===== src/rtl/hcd_pkg.sv =====
// ---------------------------------------------------------------------------
// hcd_pkg
// shared widths, register codes, reset values and multiplier types for the
// corner detector
// ---------------------------------------------------------------------------
package hcd_pkg;

   // default sizes
   localparam int MAX_WIDTH_DEF  = 1024;
   localparam int MAX_HEIGHT_DEF = 1024;
   localparam int WINDOW_DEF     = 5;

   // item and register field widths
   localparam int CHAN_W     = 8;
   localparam int DIM_W      = 11;
   localparam int WT_W       = 8;
   localparam int THR_W      = 50;
   localparam int RESP_W     = 51;
   localparam int POS_W      = 10;
   localparam int CSR_IDX_W  = 3;
   localparam int CSR_DATA_W = 50;

   // internal arithmetic widths
   localparam int PIX_W   = 10;
   localparam int GRAD_W  = 11;
   localparam int W2D_W   = 2 * WT_W;
   localparam int SUM_W   = 42;
   localparam int SHIFT_W = 8;
   localparam int MUL_W   = 34;
   localparam int MUL_STEP = 8;

   // register codes
   typedef enum logic [CSR_IDX_W-1:0] {
      REG_WIDTH     = 3'd0,
      REG_HEIGHT    = 3'd1,
      REG_W_CENTER  = 3'd2,
      REG_W_NEAR    = 3'd3,
      REG_W_FAR     = 3'd4,
      REG_KAPPA     = 3'd5,
      REG_THRESHOLD = 3'd6
   } csr_index_type;

   // register reset values
   localparam logic [DIM_W-1:0] RST_WIDTH     = 11'd640;
   localparam logic [DIM_W-1:0] RST_HEIGHT    = 11'd480;
   localparam logic [WT_W-1:0]  RST_W_CENTER  = 8'd102;
   localparam logic [WT_W-1:0]  RST_W_NEAR    = 8'd61;
   localparam logic [WT_W-1:0]  RST_W_FAR     = 8'd14;
   localparam logic [WT_W-1:0]  RST_KAPPA     = 8'd102;
   localparam logic [THR_W-1:0] RST_THRESHOLD = 50'd1000000;

   // smallest frame side
   localparam int MIN_DIM = 3;

   // serial multiplier handshake
   typedef struct packed {
      logic             start;
      logic [MUL_W-1:0] op_a;
      logic [MUL_W-1:0] op_b;
   } mul_req_type;

   typedef struct packed {
      logic               done;
      logic [2*MUL_W-1:0] product;
   } mul_rsp_type;

endpackage


===== src/rtl/hcd_mul.sv =====
// ---------------------------------------------------------------------------
// hcd_mul
// unsigned shift-add multiplier, one operand byte per cycle, msb first
// ---------------------------------------------------------------------------
module hcd_mul import hcd_pkg::*; (
   input  logic        clock,
   input  logic        reset,
   input  mul_req_type mul_req,
   output mul_rsp_type mul_rsp
);

   localparam int STEPS = (MUL_W + MUL_STEP - 1) / MUL_STEP;
   localparam int MPW   = STEPS * MUL_STEP;
   localparam int CNT_W = $clog2(STEPS + 1);

   logic [2*MUL_W-1:0]       acc_ff, acc_in;
   logic [MUL_W-1:0]         mcand_ff, mcand_in;
   logic [MPW-1:0]           mplier_ff, mplier_in;
   logic [CNT_W-1:0]         cnt_ff, cnt_in;
   logic                     busy_ff, busy_in;
   logic                     done_ff, done_in;
   logic [MUL_W+MUL_STEP-1:0] part;

   // one partial product per cycle
   assign part = mcand_ff * mplier_ff[MPW-1 -: MUL_STEP];

   always_comb begin
      acc_in    = acc_ff;
      mcand_in  = mcand_ff;
      mplier_in = mplier_ff;
      cnt_in    = cnt_ff;
      busy_in   = busy_ff;
      done_in   = 1'b0;
      if (mul_req.start) begin
         acc_in    = '0;
         mcand_in  = mul_req.op_a;
         mplier_in = MPW'(mul_req.op_b);
         cnt_in    = CNT_W'(STEPS);
         busy_in   = 1'b1;
      end else if (busy_ff) begin
         acc_in    = (acc_ff << MUL_STEP) + (2*MUL_W)'(part);
         mplier_in = mplier_ff << MUL_STEP;
         cnt_in    = cnt_ff - 1'b1;
         if (cnt_ff == CNT_W'(1)) begin
            busy_in = 1'b0;
            done_in = 1'b1;
         end
      end
   end

   always_ff @(posedge clock) begin
      if (reset) begin
         busy_ff <= 1'b0;
         done_ff <= 1'b0;
         cnt_ff  <= '0;
      end else begin
         busy_ff <= busy_in;
         done_ff <= done_in;
         cnt_ff  <= cnt_in;
      end
   end

   always_ff @(posedge clock) begin
      acc_ff    <= acc_in;
      mcand_ff  <= mcand_in;
      mplier_ff <= mplier_in;
   end

   assign mul_rsp.done    = done_ff;
   assign mul_rsp.product = acc_ff;

endmodule


===== config.mk =====
export PLATFORM = sky130hd
export DESIGN_NAME = hcd_mul
export DESIGN_NICKNAME = d
export VERILOG_FILES = /design/src/rtl/hcd_pkg.sv /design/src/rtl/hcd_mul.sv
export SDC_FILE = /design/constraint.sdc
export NUM_CORES = 1
export LEC_CHECK = 0
export ABC_AREA = 1
export BUFFER_PORTS_ARGS = -buffer_cell sky130_fd_sc_hd__buf_2
export CAP_MARGIN = 20
export CORE_ASPECT_RATIO = 1.25
export CORE_UTILIZATION = 50
export DETAILED_ROUTE_END_ITERATION = 6
export GPL_ROUTABILITY_DRIVEN = 0
export PLACE_DENSITY = 0.7
export SKIP_LAST_GASP = 1
export SLEW_MARGIN = 20
export SYNTH_ARGS = -nofsm -noshare
export SYNTH_HDL_FRONTEND = slang
export SYNTH_SLANG_ARGS = --single-unit
export TNS_END_PERCENT = 100

===== constraint.sdc =====
create_clock -name clock -period 5.55 [get_ports clock]
set_input_delay 0.8325 -clock clock [delete_from_list [all_inputs] [get_ports clock]]
set_output_delay 0.8325 -clock clock [all_outputs]
set_load 0.05 [all_outputs]

== Yosys cells after proc, flatten, opt, wreduce, memory -nomap -nowiden ==
Cells that the tools add are included.
Word-level totals
  flip-flop bits (word level): 147
  input bits: 71
Operators by class
  $add $sub $neg: 2
  multiplexer cells: 8
  equal/unequal tests: 1
  reduce and logical (&&, ||, !) cells: 3
  bitwise operators: 1
  multiply operators: 1
Operators by type and width (count)
  $add 68x42->68: 1
  $mux 34: 2
  $mul 34x8->42: 1
  $mux 3: 2
  $mux 1: 4
  $eq 3x1->1 const B: 1
  $reduce_or 3->1: 1
  $sub 3x1->3 const B: 1
  $reduce_bool 2->1: 1
  $reduce_or 2->1: 1
  $not 1->1: 1

== Depth between registers and ports, before layout ==
  word-level depth: 4
  mapped depth: 27
  mapped depth without buffers: 25

== Worst setup path before layout ==
Ideal clock, no wire load.
  path kind: register to register
  from: register mplier_ff[34]
  to: register acc_ff[57]
  buffers on the path: 2
  setup time: 109 ps
  setup slack: 1019 ps
  arrival: 4422 ps
  clock period less this slack: 4531 ps
  cell stages (with the launch flop): 23
  data required time: 5441 ps
  cell sequence: dfxtp_1 > clkbuf_1 > clkbuf_1 > nand2_1 > fa_1 > inv_1 > fa_1 > fa_1 > inv_1 > fa_1 > inv_1 > ha_1 > nand2_1 > nor2_1 > inv_1 > nor2_1 > nand2_1 > nor3_1 > nand2_1 > nand3_1 > nand3_1 > nand2_1 > inv_1
Between the ends
  cells in the longest elaborated chain, start to end: 2
RTL lines
  start: declaration: line hcd_mul.sv:18  | logic [MPW-1:0] mplier_ff, mplier_in;
  start signal: assignment: line hcd_mul.sv:66  | mplier_ff <= mplier_in;
  $mul 34x8->42: line hcd_mul.sv:25  | assign part = mcand_ff * mplier_ff[MPW-1 -: MUL_STEP];
  $add 68x42->68: line hcd_mul.sv:41  | acc_in = (acc_ff << MUL_STEP) + (2*MUL_W)'(part);
  end signal: assignment: line hcd_mul.sv:64  | acc_ff <= acc_in;
  end: declaration: line hcd_mul.sv:16  | logic [2*MUL_W-1:0] acc_ff, acc_in;
Every way passes these cells.
A chain may end at the register's enable or synchronous reset.

== Worst setup path in the final report ==
  from: register mplier_ff[32]
  to: register acc_ff[33]
The elaborated chain is that of the path after synthesis.

==> impl_summary.log <==
[metrics] run status: finished, violations left
[metrics] violations in the final reports: DRC
[metrics] relative area change from synthesis to final layout: 9.083%
[metrics] sequential standard cell area: 3625 um2
[metrics] Worst IR Drop VDD: 0.3344 mV
[metrics] number of library cell types mapped by synthesis: 37
[metrics] most frequent cells in the layout: sky130_fd_sc_hd__nand2_1, sky130_fd_sc_hd__inv_1, sky130_fd_sc_hd__fa_1, sky130_fd_sc_hd__nor2_1, sky130_fd_sc_hd__buf_2
[metrics] number of synthesized flops with an enable pin: roughly 70
[metrics] hold-fix buffer count after cts: 0
[metrics] share of Yosys cell area claimed by the top area cell type: 0.2559
[metrics] half-perimeter wire length of the detailed placement result: 40,260 um
[metrics] Total Nets Final: roughly 3,000
[metrics] final cell utilization of the core: 0.5548
[metrics] post-DR wirelength/cell: 15.94 um
[metrics] Startpoint Class: flop
[metrics] number of cell rows: 76
[metrics] type of the worst min-delay path: reg2reg
[metrics] WP data arrival: 5.53 ns
[metrics] classification of the worst setup path: reg2reg
[metrics] pin slew with the least headroom to its limit: around 0.93 ns
[metrics] MaxCap Viol Count: 0
[metrics] clock-pin slew on the worst setup and hold paths: roughly 0.060 ns
[metrics] slowest CP cell: sky130_fd_sc_hd__fa_1
[metrics] Antenna Violating Nets Remaining: 0
[metrics] cell-by-cell listing of the critical path: buf_4 > nand2_1 > fa_1 > inv_1 > fa_1 > fa_1 > inv_1 > fa_1 > inv_1 > ha_1 > nand2_1 > nor2_1 > nand2_1 > nor3_1 > nand2_1 > nand2_1 > xor2_1 > o21ai_0 > inv_1
[metrics] average cell area after synthesis: about 6.9 um2
[metrics] Post-CTS Setup Repair Bufs: 0
[metrics] ratio of final minimum period to clock period: 0.9210
[metrics] number of H-tree levels: 4
[metrics] number of remaining DRC errors: 5
[metrics] share of async-settable or async-resettable flops after synthesis: 0
[metrics] combinational power share: 0.657
[metrics] clock tree from TritonCTS: done
[metrics] leading cell type in the layout, fill and taps excluded: sky130_fd_sc_hd__nand2_1
[metrics] Iter 0 DRT Violations: about 1,200
[metrics] ys flop type: sky130_fd_sc_hd__dfxtp_1
[metrics] number of buffers created by CTS: 17
[metrics] total power density per cell area: just over 400 nW/um2
[metrics] Initial Utilization: 0.5086
[metrics] residual overflow from global routing: 0
[metrics] Finish-stage setup viols: 0
[metrics] Die Y: around 210 um
[metrics] CTS root buf: sky130_fd_sc_hd__clkbuf_16
[metrics] total of cells resized after clock tree synthesis: 0
[metrics] top-level port count: 140
[metrics] summed instance area of the synthesized netlist: 17,600 um2
[metrics] Skew-Pair Late Insertion Delay: 0.47 ns
[metrics] Fillers: 3,406
[metrics] Core Box Area: 34,610 um2
[metrics] Total Wirelength: about 50,000 um
[metrics] register bit count reported by yosys: 147
[metrics] RSZ-0062 raised after global routing: no
[metrics] sequential group share of total power: 0.192
[metrics] wire length of the first global-routing pass: 81,460 um
[metrics] Critical Path RT: slightly below 6 ns
[metrics] Worst slew margin: 0.3809
[metrics] max-slew violation total from the final report: 0
[metrics] via count of the first global-routing pass: ~16,000
[metrics] per-cell via count in the routed design: 4.989
[metrics] Seq/Total Area, Yosys: 0.2058
[metrics] drt pass-1 iters: 7
[metrics] Hold Violations, Final: 0
[metrics] Clk pwr share: 0.150
[metrics] yosys warns: 0
[metrics] internal cell power: around 0.0035 W
[metrics] initial antenna violation count: 0
[metrics] die outline area: 35,970 um2
[metrics] Post-Syn Instances: 2,554
[metrics] delay of the slowest cell on the worst path: 0.56 ns
[metrics] maximum clock skew at final layout: about 0.014 ns
[metrics] critical path endpoint category: flop
[metrics] pin count of the biggest net entering global routing: 76
[metrics] worst-path maximum fanout: 34
[metrics] maximum number of buffers from clock root to sink: 2
[metrics] sum of negative setup slack: 0 ns
[metrics] area taken by multi-input logic gates: around 11,000 um2
[metrics] overall track demand over capacity in global routing: 0.2975
[metrics] Min Clock Period, post-route: 5.112 ns
[metrics] cell type with the largest total area after synthesis: sky130_fd_sc_hd__fa_1
[metrics] top cells by area, synth: sky130_fd_sc_hd__fa_1, sky130_fd_sc_hd__nand2_1, sky130_fd_sc_hd__inv_1
[metrics] input/output buffers: roughly 140
[metrics] Max Clock Freq: between 150 and 200 MHz
[metrics] fraction of power spent switching nets: 0.5488
[metrics] ratio of cells with drive above 1 in the final layout: 0.08346
[metrics] most common cell type on the critical path: sky130_fd_sc_hd__nand2_1
[metrics] Inserted Diodes: 0
[metrics] sw power: 0.004239 W
[metrics] number of nets produced by synthesis: approximately 2,900
[metrics] width of the chip: between 150 and 200 um
[metrics] vias post-DR: 15,546
[metrics] TritonCTS sink count: roughly 150
[metrics] standby leakage power: ~12 nW
worst max-delay path, delay by kind of cell (launching register included):
| family | cells | cell delay (ns) |
|---|---|---|
| and+or+nand+nor | 7 | 1.26 |
| AOI/OAI and AO/OA | 1 | 0.11 |
| adders and majority gates | 5 | 2.49 |
| DFF | 1 | 0.33 |
| buffers and inverters | 5 | 0.59 |
| xor gates and xnor gates | 1 | 0.26 |
power by group through the flow:
stage | Combinational [W] | Clock, W | Sequential [W]
floorplan | 0.00327 | 0 | 0.00175
global placement | 0.00492 | 0 | 0.00150
detailed placement | 0.00500 | 0 | 0.00150
CTS | 0.00504 | 0.00119 | 0.00148
global route | 0.00567 | 0.00122 | 0.00150
finish | 0.00508 | 0.00116 | 0.00149
stage by stage:
step,hold WS (ns),total power (W),worst slack [ns],area [um2],instances
after global routing,0.4646,0.008388,0.2308,19200,3116
after global placement,0.4464,0.006427,0.5492,18640,3084
after floorplan,0.4358,0.005020,1.019,17600,2554
after CTS,0.4611,0.007713,0.5256,19200,3116
final,0.4594,0.007725,0.4382,19200,3116
after detailed placement,0.4475,0.006509,0.5589,18640,3084
worst paths after layout:
check / start / end / slack, ns / cells after the start
min: mplier_ff[31]$_DFFE_PP_ / mplier_ff[39]$_SDFFE_PP0P_ / 0.46 / 1
max: mplier_ff[32]$_DFFE_PP_ / acc_ff[33]$_SDFFE_PP0P_ / 0.44 / 19
max reg2reg: mplier_ff[32]$_DFFE_PP_ / acc_ff[33]$_SDFFE_PP0P_ / 0.44 / 19
min reg2reg: mplier_ff[31]$_DFFE_PP_ / mplier_ff[39]$_SDFFE_PP0P_ / 0.46 / 1
logic make-up after synthesis:
| family | synth area share |
|---|---|
| AND/OR/NAND/NOR | 0.2505 |
| buffers and inverters | 0.1802 |
| AO/OA/AOI/OAI | 0.04499 |
| flip-flops | 0.2058 |
| adder cells (fa/ha/maj) | 0.3070 |
| XOR/XNOR | 0.01144 |
per-layer routing:
metal  global-route usage  wire length, um  vias up
met1               0.3362            18650     7336
met3              0.04206             2844      155
met5                    0                0        -
li1                     -                -     7494
met4               0.1705             2771        0
met2               0.5335            25400      561
flip-flops by register name, summed over array words and instances, names as in the netlist:
name,count
done_ff,1
busy_ff,1
mplier_ff,40
acc_ff,68
mcand_ff,34
cnt_ff,3
synthesized netlist by cell type, types with 16 or more instances:
| master | instances |
|---|---|
| sky130_fd_sc_hd__a21oi_1 | 72 |
| sky130_fd_sc_hd__clkbuf_1 | 70 |
| sky130_fd_sc_hd__clkbuf_2 | 16 |
| sky130_fd_sc_hd__dfxtp_1 | 79 |
| sky130_fd_sc_hd__edfxtp_1 | 68 |
| sky130_fd_sc_hd__fa_1 | 225 |
| sky130_fd_sc_hd__ha_1 | 72 |
| sky130_fd_sc_hd__inv_1 | 739 |
| sky130_fd_sc_hd__nand2_1 | 809 |
| sky130_fd_sc_hd__nand3_1 | 83 |
| sky130_fd_sc_hd__nor2_1 | 146 |
| sky130_fd_sc_hd__nor3_1 | 23 |
| sky130_fd_sc_hd__o21ai_0 | 51 |
cell type report:
cell class              instances  area share
multi-input cells            1568      0.5629
flip-flops and latches        147      0.1888
inverters                     745      0.1457
repair buffers                156     0.04300
well taps                     468     0.03049
clock buffers                  18     0.02235
clock inverters                14    0.006776
Power figures use the tool's default switching activity.
